File: src/design/polyphase_resample_mac_assert.svh
// assertion macros shared by the resampler modules
`ifndef POLYPHASE_RESAMPLE_MAC_ASSERT_SVH
`define POLYPHASE_RESAMPLE_MAC_ASSERT_SVH

// condition holds in the same cycle
`define PRM_ASSERT_NOW(lbl, clk, rst_n, ante, cons) \
    lbl: assert property (@(posedge clk) disable iff (!rst_n) (ante) |-> (cons)) \
        else $error("resampler check failed");

// condition holds in the next cycle
`define PRM_ASSERT_NEXT(lbl, clk, rst_n, ante, cons) \
    lbl: assert property (@(posedge clk) disable iff (!rst_n) (ante) |=> (cons)) \
        else $error("resampler check failed");

`endif

File: src/design/prm_pkg.sv
`default_nettype none

package prm_pkg;

    localparam int MAX_TAPS      = 16;
    localparam int MAX_POSITIONS = 1024;
    localparam int STORE_DEPTH   = MAX_TAPS * MAX_POSITIONS;
    localparam int ADDR_W        = $clog2(STORE_DEPTH);

    localparam int COEF_W   = 16;
    localparam int SAMPLE_W = 16;
    localparam int POS_W    = 10;
    localparam int TAP_W    = 4;
    localparam int CFG_W    = 5;
    localparam int PIXEL_W  = 16;
    localparam int SMP_W    = SAMPLE_W + 1;
    localparam int PROD_W   = SMP_W + COEF_W;
    localparam int ACC_W    = 48;
    localparam int SUM_W    = ACC_W + 1;

    localparam int SHIFT_HI = 14;
    localparam int SHIFT_LO = 13;
    localparam int BIAS     = 32768;

    localparam logic signed [ACC_W-1:0] ACC_MAX = {1'b0, {(ACC_W-1){1'b1}}};
    localparam logic signed [ACC_W-1:0] ACC_MIN = {1'b1, {(ACC_W-1){1'b0}}};

    // register indexes
    localparam logic CFG_SAMPLE_BITS = 1'b0;
    localparam logic CFG_TAPS        = 1'b1;

    // item kinds
    localparam logic MODE_LOAD = 1'b0;
    localparam logic MODE_TAP  = 1'b1;

    typedef struct packed {
        logic                shift14;
        logic                bias_on;
        logic [PIXEL_W-1:0]  clamp_max;
    } t_mode;

    typedef struct packed {
        logic                    valid;
        logic signed [ACC_W-1:0] acc;
    } t_fin;

    function automatic t_mode mode_of(input logic [CFG_W-1:0] bits);
        t_mode            m;
        logic [CFG_W-1:0] b;
        b           = (bits > CFG_W'(16)) ? CFG_W'(16) : bits;
        m.shift14   = (bits == CFG_W'(8));
        m.bias_on   = (bits == CFG_W'(16));
        m.clamp_max = PIXEL_W'((17'(1) << b) - 17'(1));
        return m;
    endfunction

endpackage

`default_nettype wire

File: src/design/prm_final.sv
`default_nettype none
`include "polyphase_resample_mac_assert.svh"

module prm_final (
    input  wire logic                          i_clk,
    input  wire logic                          i_rst_n,
    input  wire logic                          i_en,
    input  wire prm_pkg::t_mode                i_mode,
    input  wire prm_pkg::t_fin                 i_fin,
    input  wire logic                          i_stall,
    output logic                               o_valid,
    output logic [prm_pkg::PIXEL_W-1:0]        o_pixel
);

    import prm_pkg::*;

    logic signed [SUM_W-1:0] sum;
    logic signed [SUM_W-1:0] limit;
    logic [PIXEL_W-1:0]      n_pixel;

    // bias back in, clamp to the sample range, drop the fraction
    always_comb begin
        sum   = SUM_W'(i_fin.acc) + (i_mode.bias_on ? (SUM_W'(BIAS) << SHIFT_LO) : SUM_W'(0));
        limit = i_mode.shift14 ? (SUM_W'(i_mode.clamp_max) << SHIFT_HI)
                               : (SUM_W'(i_mode.clamp_max) << SHIFT_LO);
        if (sum < 0) begin
            n_pixel = '0;
        end else if (sum > limit) begin
            n_pixel = i_mode.clamp_max;
        end else if (i_mode.shift14) begin
            n_pixel = sum[SHIFT_HI+PIXEL_W-1:SHIFT_HI];
        end else begin
            n_pixel = sum[SHIFT_LO+PIXEL_W-1:SHIFT_LO];
        end
    end

    always_ff @(posedge i_clk) begin
        if (!i_rst_n) begin
            o_valid <= 1'b0;
        end else if (i_en && i_fin.valid) begin
            o_valid <= 1'b1;
        end else if (!i_stall) begin
            o_valid <= 1'b0;
        end
    end

    always_ff @(posedge i_clk) begin
        if (i_en && i_fin.valid) begin
            o_pixel <= n_pixel;
        end
    end

    `PRM_ASSERT_NEXT(a_pixel_clamped, i_clk, i_rst_n, i_en && i_fin.valid,
        o_valid && (o_pixel <= $past(i_mode.clamp_max)))
    `PRM_ASSERT_NOW(a_fin_held, i_clk, i_rst_n, i_fin.valid && !i_en,
        o_valid && i_stall)

endmodule

`default_nettype wire
File: config.mk
export PLATFORM = sky130hd
export DESIGN_NAME = prm_final
export DESIGN_NICKNAME = d
export VERILOG_FILES = /design/src/design/prm_pkg.sv /design/src/design/prm_final.sv
export VERILOG_INCLUDE_DIRS = /design/src /design/src/design
export SDC_FILE = /design/constraint.sdc
export NUM_CORES = 1
export LEC_CHECK = 0
export BUFFER_PORTS_ARGS = -buffer_cell sky130_fd_sc_hd__buf_2
export CAP_MARGIN = 20
export CORE_ASPECT_RATIO = 0.9
export CORE_MARGIN = 2
export CORE_UTILIZATION = 35
export CTS_BUF_LIST = sky130_fd_sc_hd__clkbuf_4
export CTS_CLUSTER_SIZE = 14
export DETAILED_ROUTE_END_ITERATION = 16
export RECOVER_POWER = 100
export SLEW_MARGIN = 20
export SYNTH_ARGS = -nofsm -noshare
export SYNTH_HDL_FRONTEND = slang
export SYNTH_SLANG_ARGS = --single-unit
export TNS_END_PERCENT = 50
File: constraint.sdc
create_clock -name i_clk -period 8.3 [get_ports i_clk]
set_input_delay 0 -clock i_clk [delete_from_list [all_inputs] [get_ports i_clk]]
set_output_delay 0 -clock i_clk [all_outputs]
set_load 0.01 [all_outputs]
==> results.md <==
- Status: finished, violations left
- Failing checks: capacitance limit, slew limit
- Core box area: around 5300 sq um
- Slew HR: -38.9%
- Area Growth Syn to Fin: 23.2%
- Final worst slack: ~3300 ps
- TritonCTS Buffers: 3
- # setup viols final: 0
- Root Buffer: clkbuf_4
- Crit path from: i_mode[17]
- Worst-path fanout max: 33
- Net count of the mapped netlist: 290
- Total of max-cap violations: 2
- Most frequent cells in the layout: buf_2 (69), mux2i_1 (32), ha_1 (19)
- Synth Register Bits: 17
- Post-CTS Setup Inserts: 0
- FP Rows: 25
- Pre-antenna DRT Iters: 5
- Clk slew on worst S/H paths: approximately 90 ps
- Setup Skew: 0 ps
- Initial antenna violation count: 0
- Worst Tran Pin Value: approximately 2100 ps
- Tcrit/Tclk final: roughly three fifths
- Final HPWL DP: 4500 microns
- Total grt overflow: 0
- Hold path endpoint: o_pixel[0]
- Worst skew pair latency: 280 ps
- EDFF count, synth: 16
- Worst path required time: a little over 8000 ps
- Vias in the first global route: ~1700
- Overall Global Routing Usage: roughly 16%
- Wire per inst: about 15 microns
- Most common cell after layout, fill and taps aside: buf_2
- Final min period: about 5000 ps
- First-pass GRT wire length: 8310 microns
- R2R cell count: 3
- Pre-CTS WS: 4470 ps
- Synth unique cells: 45
- Hold Path Class: in -> reg
- Synth Instances: 200
- Dominant synthesized flop cell: edfxtp_1
- R2R setup slack: between 7000 and 8000 ps
- RR Startpoint: o_valid
- Setup crit start kind: input port
- H-tree depth: 1
- Die H: between 70 and 80 microns
- Leak Pwr: between 0.9 and 1 nW
- CTS resizes: 0
- Initial Util: between 30% and 40%
- Post-CTS Hold Buffers: 2
- Worst reg2reg endpoint: o_valid
- Critical path class: in -> reg
- Final hold violation count: 0
- Initial DRC count: 141
- Chip width: between 80 and 90 microns
- # IOs: between 80 and 90
- Largest net degree at the start of global routing: 34
- Seq/Total Area, Yosys: between 20% and 30%
- DR DRC count: 0
- Vias after detailed routing: roughly 2000
- WL final: approximately 5300 microns
- Fmax achieved: 0.201 GHz
- Maximum clock path buffer count: 2
- Ys async rst share: 0%
- CTS tree: built
- Synth Area per Inst: 9.89 sq um
- DIE AREA: between 6000 and 7000 sq um
- PwrDens: 99.4 nW/um^2
- Ys Warns: 0
- RSZ-0062 raised after global routing: no
- WP data arrival: 4970 ps
- Buffers on Ports: 87
- Final-stage net count: between 300 and 400
- Vias per cell: 5.62
- Peak VDD IR: 0.0756 mV
- CTS sink cnt: 17
- Worst Hold Depth: 3
- Worst hold start: i_mode[0]
- Final antenna-violating net count: 0
- Share of cells above drive strength 1: about 29%
- Syn Std Cell Area: 1980 sq um
- Fin Setup TNS: 0 ps
- CP Capture Type: register
- Slew Limit Fails: 52
- GPL Wtd Cong: 0.810
- Ant diodes: 0
==> critical path, cell delays in order <==
cell	delay, ps
clkbuf_1	1460
mux2i_1	250
ha_1	380
a21oi_1	150
o21ai_0	130
a211o_1	310
o31ai_1	1320
and4_1	770
a211oi_1	180
==> state kept, by name (all words and copies together) (netlist names) <==
signal   flops
o_pixel     16
o_valid      1
==> worst max path at each step <==
stage | end | slack [ps] | cells after the start
final | o_pixel[7] | 3330 | 9
after CTS | o_pixel[7] | 4780 | 9
after global placement | o_pixel[2] | 4640 | 9
after floorplan | o_pixel[6] | 4540 | 13
after global routing | o_pixel[7] | 2930 | 9
after detailed placement | o_pixel[7] | 4470 | 9
==> power by group <==
part / switching, W / total [W] / internal (W)
logic: 0.0000534 / 0.0000959 / 0.0000424
clock network: 0.0000230 / 0.0000450 / 0.0000219
registers: 0.00000145 / 0.000101 / 0.000100
==> routing by layer <==
| layer | routed length (microns) | GRT usage (%) | vias up |
|---|---|---|---|
| li1 | - | - | 1002 |
| met1 | 2730 | 24.1 | 895 |
| met2 | 2340 | 26.2 | 59 |
| met3 | 248 | 1.52 | 4 |
| met4 | 25 | 3.28 | 0 |
| met5 | 0 | 0 | - |
==> stage by stage <==
step / area (sq um) / hold slack (ps) / cells / power [W] / util [%]
3_5_place_dp: 2420 / 234 / 343 / 0.000200 / 45.3
4_1_cts: 2470 / 160 / 349 / 0.000246 / 46.2
6_report: 2440 / 204 / 349 / 0.000242 / 45.6
5_1_grt: 2440 / 224 / 349 / 0.000260 / 45.6
3_3_place_gp: 2420 / 220 / 343 / 0.000199 / 45.3
2_1_floorplan: 1980 / 128 / 200 / 0.000160 / -
==> cells by family after synthesis <==
| group | after synthesis | synth area share, % |
|---|---|---|
| simple gates | 54 | 15.4 |
| mux | 32 | 16.2 |
| flops | 17 | 25.3 |
| xor+xnor | 2 | 0.886 |
| buf+inv | 16 | 4.93 |
| compound gates | 60 | 25.2 |
| fa+ha+maj | 19 | 12.0 |
==> Yosys cell counts, drive strengths merged, types with 3 or more instances <==
library cell,count,area share [%]
mux2i,32,16
ha,19,12
a41oi,17,7.5
a211oi,16,6.6
edfxtp,16,24
a21oi,10,2.5
nor3,9,2.3
nand2,8,1.5
buf,7,3.2
nand3,7,2.0
nand4,7,2.2
clkbuf,5,0.95
inv,4,0.76
and2,3,0.95
nor2,3,0.57
nor2b,3,0.95
nor4,3,0.95
or3,3,0.95
or4,3,1.1
==> cell type report <==
type / instances / area [sq um]
well taps: 67 / 83.8
multi-input cells: 167 / 1370
flip-flops and latches: 17 / 500
fillers: 555 / 2910
repair buffers: 90 / 440
inverters: 4 / 15.0
clock buffers: 4 / 30.0
Power figures use the tool's default switching activity.
