==> config.mk <==
export PLATFORM = sky130hd
export DESIGN_NAME = prm_mac
export DESIGN_NICKNAME = d
export VERILOG_FILES = /design/src/design/prm_pkg.sv /design/src/design/prm_mac.sv
export VERILOG_INCLUDE_DIRS = /design/src /design/src/design
export SDC_FILE = /design/constraint.sdc
export NUM_CORES = 1
export LEC_CHECK = 0
export BUFFER_PORTS_ARGS = -buffer_cell sky130_fd_sc_hd__buf_4
export CORE_MARGIN = 3
export CORE_UTILIZATION = 41
export DETAILED_ROUTE_END_ITERATION = 8
export HOLD_SLACK_MARGIN = 0.05
export REMOVE_ABC_BUFFERS = 1
export SLEW_MARGIN = 20
export SYNTH_ARGS = -nofsm -noshare
export SYNTH_HDL_FRONTEND = slang
export SYNTH_SLANG_ARGS = --single-unit
==> constraint.sdc <==
create_clock -name i_clk -period 9.73 [get_ports i_clk]
set_input_delay 0.973 -clock i_clk [delete_from_list [all_inputs] [get_ports i_clk]]
set_output_delay 0.973 -clock i_clk [all_outputs]
set_load 0.005 [all_outputs]
==> src/design/polyphase_resample_mac_assert.svh <==
// assertion macros shared by the resampler modules
`ifndef POLYPHASE_RESAMPLE_MAC_ASSERT_SVH
`define POLYPHASE_RESAMPLE_MAC_ASSERT_SVH

// condition holds in the same cycle
`define PRM_ASSERT_NOW(lbl, clk, rst_n, ante, cons) \
    lbl: assert property (@(posedge clk) disable iff (!rst_n) (ante) |-> (cons)) \
        else $error("resampler check failed");

// condition holds in the next cycle
`define PRM_ASSERT_NEXT(lbl, clk, rst_n, ante, cons) \
    lbl: assert property (@(posedge clk) disable iff (!rst_n) (ante) |=> (cons)) \
        else $error("resampler check failed");

`endif

==> src/design/prm_pkg.sv <==
`default_nettype none

package prm_pkg;

    localparam int MAX_TAPS      = 16;
    localparam int MAX_POSITIONS = 1024;
    localparam int STORE_DEPTH   = MAX_TAPS * MAX_POSITIONS;
    localparam int ADDR_W        = $clog2(STORE_DEPTH);

    localparam int COEF_W   = 16;
    localparam int SAMPLE_W = 16;
    localparam int POS_W    = 10;
    localparam int TAP_W    = 4;
    localparam int CFG_W    = 5;
    localparam int PIXEL_W  = 16;
    localparam int SMP_W    = SAMPLE_W + 1;
    localparam int PROD_W   = SMP_W + COEF_W;
    localparam int ACC_W    = 48;
    localparam int SUM_W    = ACC_W + 1;

    localparam int SHIFT_HI = 14;
    localparam int SHIFT_LO = 13;
    localparam int BIAS     = 32768;

    localparam logic signed [ACC_W-1:0] ACC_MAX = {1'b0, {(ACC_W-1){1'b1}}};
    localparam logic signed [ACC_W-1:0] ACC_MIN = {1'b1, {(ACC_W-1){1'b0}}};

    // register indexes
    localparam logic CFG_SAMPLE_BITS = 1'b0;
    localparam logic CFG_TAPS        = 1'b1;

    // item kinds
    localparam logic MODE_LOAD = 1'b0;
    localparam logic MODE_TAP  = 1'b1;

    typedef struct packed {
        logic                shift14;
        logic                bias_on;
        logic [PIXEL_W-1:0]  clamp_max;
    } t_mode;

    typedef struct packed {
        logic                    valid;
        logic signed [ACC_W-1:0] acc;
    } t_fin;

    function automatic t_mode mode_of(input logic [CFG_W-1:0] bits);
        t_mode            m;
        logic [CFG_W-1:0] b;
        b           = (bits > CFG_W'(16)) ? CFG_W'(16) : bits;
        m.shift14   = (bits == CFG_W'(8));
        m.bias_on   = (bits == CFG_W'(16));
        m.clamp_max = PIXEL_W'((17'(1) << b) - 17'(1));
        return m;
    endfunction

endpackage

`default_nettype wire

==> src/design/prm_mac.sv <==
`default_nettype none
`include "polyphase_resample_mac_assert.svh"

module prm_mac (
    input  wire logic                           i_clk,
    input  wire logic                           i_rst_n,
    input  wire logic                           i_en,
    input  wire prm_pkg::t_mode                 i_mode,
    input  wire logic                           i_s1_valid,
    input  wire logic [prm_pkg::SAMPLE_W-1:0]   i_s1_sample,
    input  wire logic                           i_s1_last,
    input  wire logic [prm_pkg::COEF_W-1:0]     i_coef,
    output prm_pkg::t_fin                       o_fin
);

    import prm_pkg::*;

    logic                     r_s2_valid;
    logic                     r_s2_last;
    logic signed [PROD_W-1:0] r_prod;
    logic signed [ACC_W-1:0]  r_acc;
    logic                     r_open;
    logic                     r_fin_valid;
    logic signed [ACC_W-1:0]  r_fin_acc;

    logic signed [SMP_W-1:0]  smp;
    logic signed [COEF_W-1:0] coef;
    logic signed [PROD_W-1:0] n_prod;
    logic signed [ACC_W-1:0]  base;
    logic signed [SUM_W-1:0]  sum;
    logic signed [ACC_W-1:0]  n_acc;

    // stage two: one multiply per tap
    always_comb begin
        smp    = $signed({1'b0, i_s1_sample}) - (i_mode.bias_on ? SMP_W'(BIAS) : SMP_W'(0));
        coef   = $signed(i_coef);
        n_prod = smp * coef;
    end

    // stage three: running sum with saturation, half lsb seed on a new pixel
    always_comb begin
        if (r_open) begin
            base = r_acc;
        end else if (i_mode.shift14) begin
            base = ACC_W'(1) << (SHIFT_HI - 1);
        end else begin
            base = ACC_W'(1) << (SHIFT_LO - 1);
        end
        sum = SUM_W'(base) + SUM_W'(r_prod);
        if (sum > SUM_W'(ACC_MAX)) begin
            n_acc = ACC_MAX;
        end else if (sum < SUM_W'(ACC_MIN)) begin
            n_acc = ACC_MIN;
        end else begin
            n_acc = sum[ACC_W-1:0];
        end
    end

    always_ff @(posedge i_clk) begin
        if (!i_rst_n) begin
            r_s2_valid  <= 1'b0;
            r_open      <= 1'b0;
            r_fin_valid <= 1'b0;
        end else if (i_en) begin
            r_s2_valid  <= i_s1_valid;
            r_fin_valid <= r_s2_valid && r_s2_last;
            if (r_s2_valid) begin
                r_open <= !r_s2_last;
            end
        end
    end

    always_ff @(posedge i_clk) begin
        if (i_en) begin
            r_s2_last <= i_s1_last;
            r_prod    <= n_prod;
            if (r_s2_valid) begin
                r_acc     <= n_acc;
                r_fin_acc <= n_acc;
            end
        end
    end

    assign o_fin.valid = r_fin_valid;
    assign o_fin.acc   = r_fin_acc;

    `PRM_ASSERT_NEXT(a_last_closes, i_clk, i_rst_n, i_en && r_s2_valid && r_s2_last,
        !r_open && r_fin_valid)
    `PRM_ASSERT_NEXT(a_tap_opens, i_clk, i_rst_n, i_en && r_s2_valid && !r_s2_last,
        r_open && !r_fin_valid)

endmodule

`default_nettype wire

==> run summary <==
## Run status
* **result of the run** complete, no violations

## Critical path
* **maximum cell stage delay along the critical path** 0.76 ns
* **most used cell, CP** sky130_fd_sc_hd__fa_1
* **category of cells accounting for the largest share of critical-path delay** adder cells
* **worst setup path endpoint** r_prod[32]
* **Worst R2R Setup Slack** 5.17 ns
* **stages on the worst setup path** 22
* **CP Data Arrival Time** 7.55 ns
* **Setup Crit Path Kind** in -> reg
* **kind of launch point of the worst setup path** input pin
* **cell with the biggest individual delay on the critical path** sky130_fd_sc_hd__fa_1
* **worst path required time** 9.81 ns
* **type of element capturing the critical path** register
* **worst setup path startpoint** i_s1_sample[15]
* **largest fanout on the critical path** 16
* **number of cell instances on the worst register-to-register path** 12
* **cell-by-cell trace of the critical path** buf_4 > inv_1 > ha_1 > nand2_1 > fa_1 > fa_1 > inv_1 > fa_1 > fa_1 > fa_1 > inv_1 > fa_1 > inv_1 > ha_1 > a21o_1 > a21oi_1 > o31ai_1 > a21o_1 > a221o_1 > a211o_1 > a21oi_1 > xnor2_1
* **r2r startpoint** r_open
* **Crit Reg-Reg Endpoint** r_fin_acc[24]
* **buffers plus inverters on the worst setup path** 5

## Route
* **number of routed nets with antenna violations** 0
* **vias post-DR** 11,800
* **top layer reached by signal wires** met4
* **Met1 Routed Length** 18,200 um
* **detail-routed net length per standard cell** 16.5 um
* **sum of met3 wire segment lengths after detailed routing** 1230 um
* **DRC violation count after routing** 0
* **routed wire length on met2** 18,100 um
* **detailed-router iteration count before antenna repair** 5
* **Iteration-0 DRC Markers** 579
* **average via count per standard cell** 5.10
* **final wirelength** 38,100 um

## Synthesis
* **synthesized instance count** 1,758
* **most common library cells after synthesis** sky130_fd_sc_hd__inv_1 (328), sky130_fd_sc_hd__fa_1 (277), sky130_fd_sc_hd__nand2_1 (171)
* **Distinct cells, synth** 69
* **synthesis warning total** 0
* **Post-Syn Area per Cell** 9.38 um2
* **most instantiated library cell after synthesis** sky130_fd_sc_hd__inv_1
* **leading post-synthesis cells by cell area** sky130_fd_sc_hd__fa_1 (34%), sky130_fd_sc_hd__edfxtp_1 (15%), sky130_fd_sc_hd__ha_1 (10%), sky130_fd_sc_hd__inv_1 (7.5%), sky130_fd_sc_hd__and2_1 (6.3%)
* **number of enable flip-flop cells after synthesis** 82
* **post-synthesis async set-or-reset flop share** 0%
* **most area-hungry cell type in the Yosys netlist** sky130_fd_sc_hd__fa_1
* **sequential cell area fraction in the yosys report** 15.3%
* **area share of the leading cell type in the synthesized netlist** 33.6%
* **flops & latches, synth** 85
* **Most used DFF post-synth** sky130_fd_sc_hd__edfxtp_1
* **cell area after technology mapping** 0.0165 mm2

## CTS
* **Num CTS Buffers** 9
* **maximum level of the CTS H-tree** 3
* **number of setup buffers added after CTS** 0
* **clock network latency to the later pin of the worst-skew pair** 0.35 ns
* **CTS clock-pin slew for the worst setup and hold paths** 0.07 ns
* **number of instances resized during post-cts repair** 0
* **number of clock sinks** 85
* **buffer levels on the longest clock path** 2
* **post-cts hold buffer count** 0
* **clock tree from TritonCTS** done
* **clock root cell** sky130_fd_sc_hd__clkbuf_16

## Timing
* **aggregate negative setup slack** 0 ns
* **count of final setup violators** 0
* **Hold Violations, Final** 0
* **Max Fclk** 0.134 GHz
* **clock tree skew after final layout** 0.0137 ns
* **minimum clock period after layout** 7.47 ns
* **relative max-transition margin** 48.9%
* **count of pins over their slew limit** 0
* **Tightest Pin Transition** 0.747 ns
* **fraction of the cycle the final worst path needs** 76.8%
* **unrepaired setup endpoints after global routing** false

## Global route
* **global-route wire length before repair** 65,000 um
* **via count of the first global-routing pass** 12,800
* **overall track demand over capacity in global routing** 18.9%
* **maximum number of pins on one net before global-route repair** 51
* **initial antenna violation count** 0
* **Congestion Overflow GR** 0

## Floorplan
* **floorplan core area** 0.0392 mm2
* **die outline area** 0.0427 mm2
* **number of rows created at floorplan** 72
* **starting density of the core** 42.1%
* **height of the die** 207 um
* **die outline width** 207 um
* **ports placed on the boundary** 104

## Final layout
* **Area growth syn-to-layout** 7.66%
* **number of nets in the final layout** 2,253
* **Antenna Cells** 0
* **proportion of layout cells with a drive suffix above 1** 7.70%
* **Filler Cell Count** 3,820

## Placement
* **sum of net half-perimeters after detailed placement** 31,200 um
* **Routability Congestion** 0.869
* **count of buffers from port buffering** 87

## Run
* **number of maximum-capacitance constraint violations** 0

## Worst hold path
* **worst hold path type** reg -> reg

state kept, by name (all words and copies together) (netlist names):
register / cells
r_fin_acc: 48
r_prod: 33
r_fin_valid: 1
r_open: 1
r_s2_last: 1
r_s2_valid: 1
layer usage:
metal	track usage, %	up-vias
met2	32.1	205
met1	26.9	5873
met5	0	-
li1	-	5666
met3	1.65	32
met4	3.59	0
worst min-delay path by stage:
stage,cells past startpoint,to,slack [ns],startpoint
finish,2,r_fin_valid,0.49,r_fin_valid
global route,2,r_fin_valid,0.51,r_fin_valid
CTS,2,r_fin_valid,0.50,r_fin_valid
detailed placement,2,r_fin_valid,0.48,r_fin_valid
global placement,2,r_fin_valid,0.47,r_fin_valid
floorplan,2,r_fin_valid,0.47,r_fin_valid
worst register-to-register path: stages (launching register included):
cell                        delay, ns
sky130_fd_sc_hd__dfxtp_1         0.33
sky130_fd_sc_hd__buf_4           0.36
sky130_fd_sc_hd__o21ai_0         0.24
sky130_fd_sc_hd__ha_1            0.42
sky130_fd_sc_hd__a21oi_2         0.13
sky130_fd_sc_hd__and2_4          0.17
sky130_fd_sc_hd__a221o_1         0.32
sky130_fd_sc_hd__a2111oi_2       0.50
sky130_fd_sc_hd__o2111ai_1       0.24
sky130_fd_sc_hd__and2_4          0.23
sky130_fd_sc_hd__a211oi_4        0.65
sky130_fd_sc_hd__nand2_4         0.51
sky130_fd_sc_hd__a21oi_1         0.30
cell type report:
cell class | count | area (um2) | area share [%]
clock inverter | 7 | 57.6 | 0.324
multi-input combinational | 1274 | 12400 | 69.8
inverter | 328 | 1230 | 6.93
clock buffer | 9 | 225 | 1.27
tap | 518 | 648 | 3.65
sequential | 85 | 2520 | 14.2
timing repair buffer | 90 | 676 | 3.80
kinds of logic (layout without fill, tap and decap cells):
family                   after synthesis  in the layout  share of synthesized area (%)
AO/OA/AOI/OAI                        288            288                           11.6
flip-flops                            85             85                           15.3
buffers and inverters                399            434                           9.56
adder cells (fa/ha/maj)              413            413                           43.9
XOR/XNOR                              79             79                           4.20
AND/OR/NAND/NOR                      491            491                           15.3
multiplexers                           3              3                          0.190
through the flow:
stage | setup WS, ns | area [um2] | instances | hold WS, ns | utilization, %
floorplan | 2.67 | 16100 | 1687 | 0.472 | -
global placement | 1.92 | 17500 | 2295 | 0.471 | 44.6
detailed placement | 1.86 | 17500 | 2295 | 0.484 | 44.6
CTS | 2.24 | 17800 | 2311 | 0.496 | 45.3
global route | 1.82 | 17800 | 2311 | 0.511 | 45.3
finish | 2.26 | 17800 | 2311 | 0.492 | 45.3
layout by cell type (no fill, tap or decap), types with 9 or more instances in the layout:
| master | instances |
|---|---|
| sky130_fd_sc_hd__nor3_1 | 13 |
| sky130_fd_sc_hd__xor2_1 | 28 |
| sky130_fd_sc_hd__nor2_1 | 49 |
| sky130_fd_sc_hd__nand4_1 | 15 |
| sky130_fd_sc_hd__o21ai_2 | 12 |
| sky130_fd_sc_hd__nand2_1 | 171 |
| sky130_fd_sc_hd__inv_1 | 328 |
| sky130_fd_sc_hd__o21bai_1 | 10 |
| sky130_fd_sc_hd__o21ai_1 | 10 |
| sky130_fd_sc_hd__o21ai_0 | 42 |
| sky130_fd_sc_hd__nand2b_1 | 17 |
| sky130_fd_sc_hd__a31oi_1 | 12 |
| sky130_fd_sc_hd__xnor2_1 | 51 |
| sky130_fd_sc_hd__nand3_1 | 18 |
| sky130_fd_sc_hd__edfxtp_1 | 82 |
| sky130_fd_sc_hd__nor2b_1 | 16 |
| sky130_fd_sc_hd__a21oi_1 | 85 |
| sky130_fd_sc_hd__clkbuf_16 | 9 |
| sky130_fd_sc_hd__and2_1 | 164 |
| sky130_fd_sc_hd__a21o_1 | 39 |
| sky130_fd_sc_hd__ha_1 | 133 |
| sky130_fd_sc_hd__buf_4 | 90 |
| sky130_fd_sc_hd__fa_1 | 277 |
| sky130_fd_sc_hd__o21a_1 | 10 |
Power is left out: the tool's default activity adds up to more than one toggle a clock period on the data nets, which glitch-free logic cannot reach.
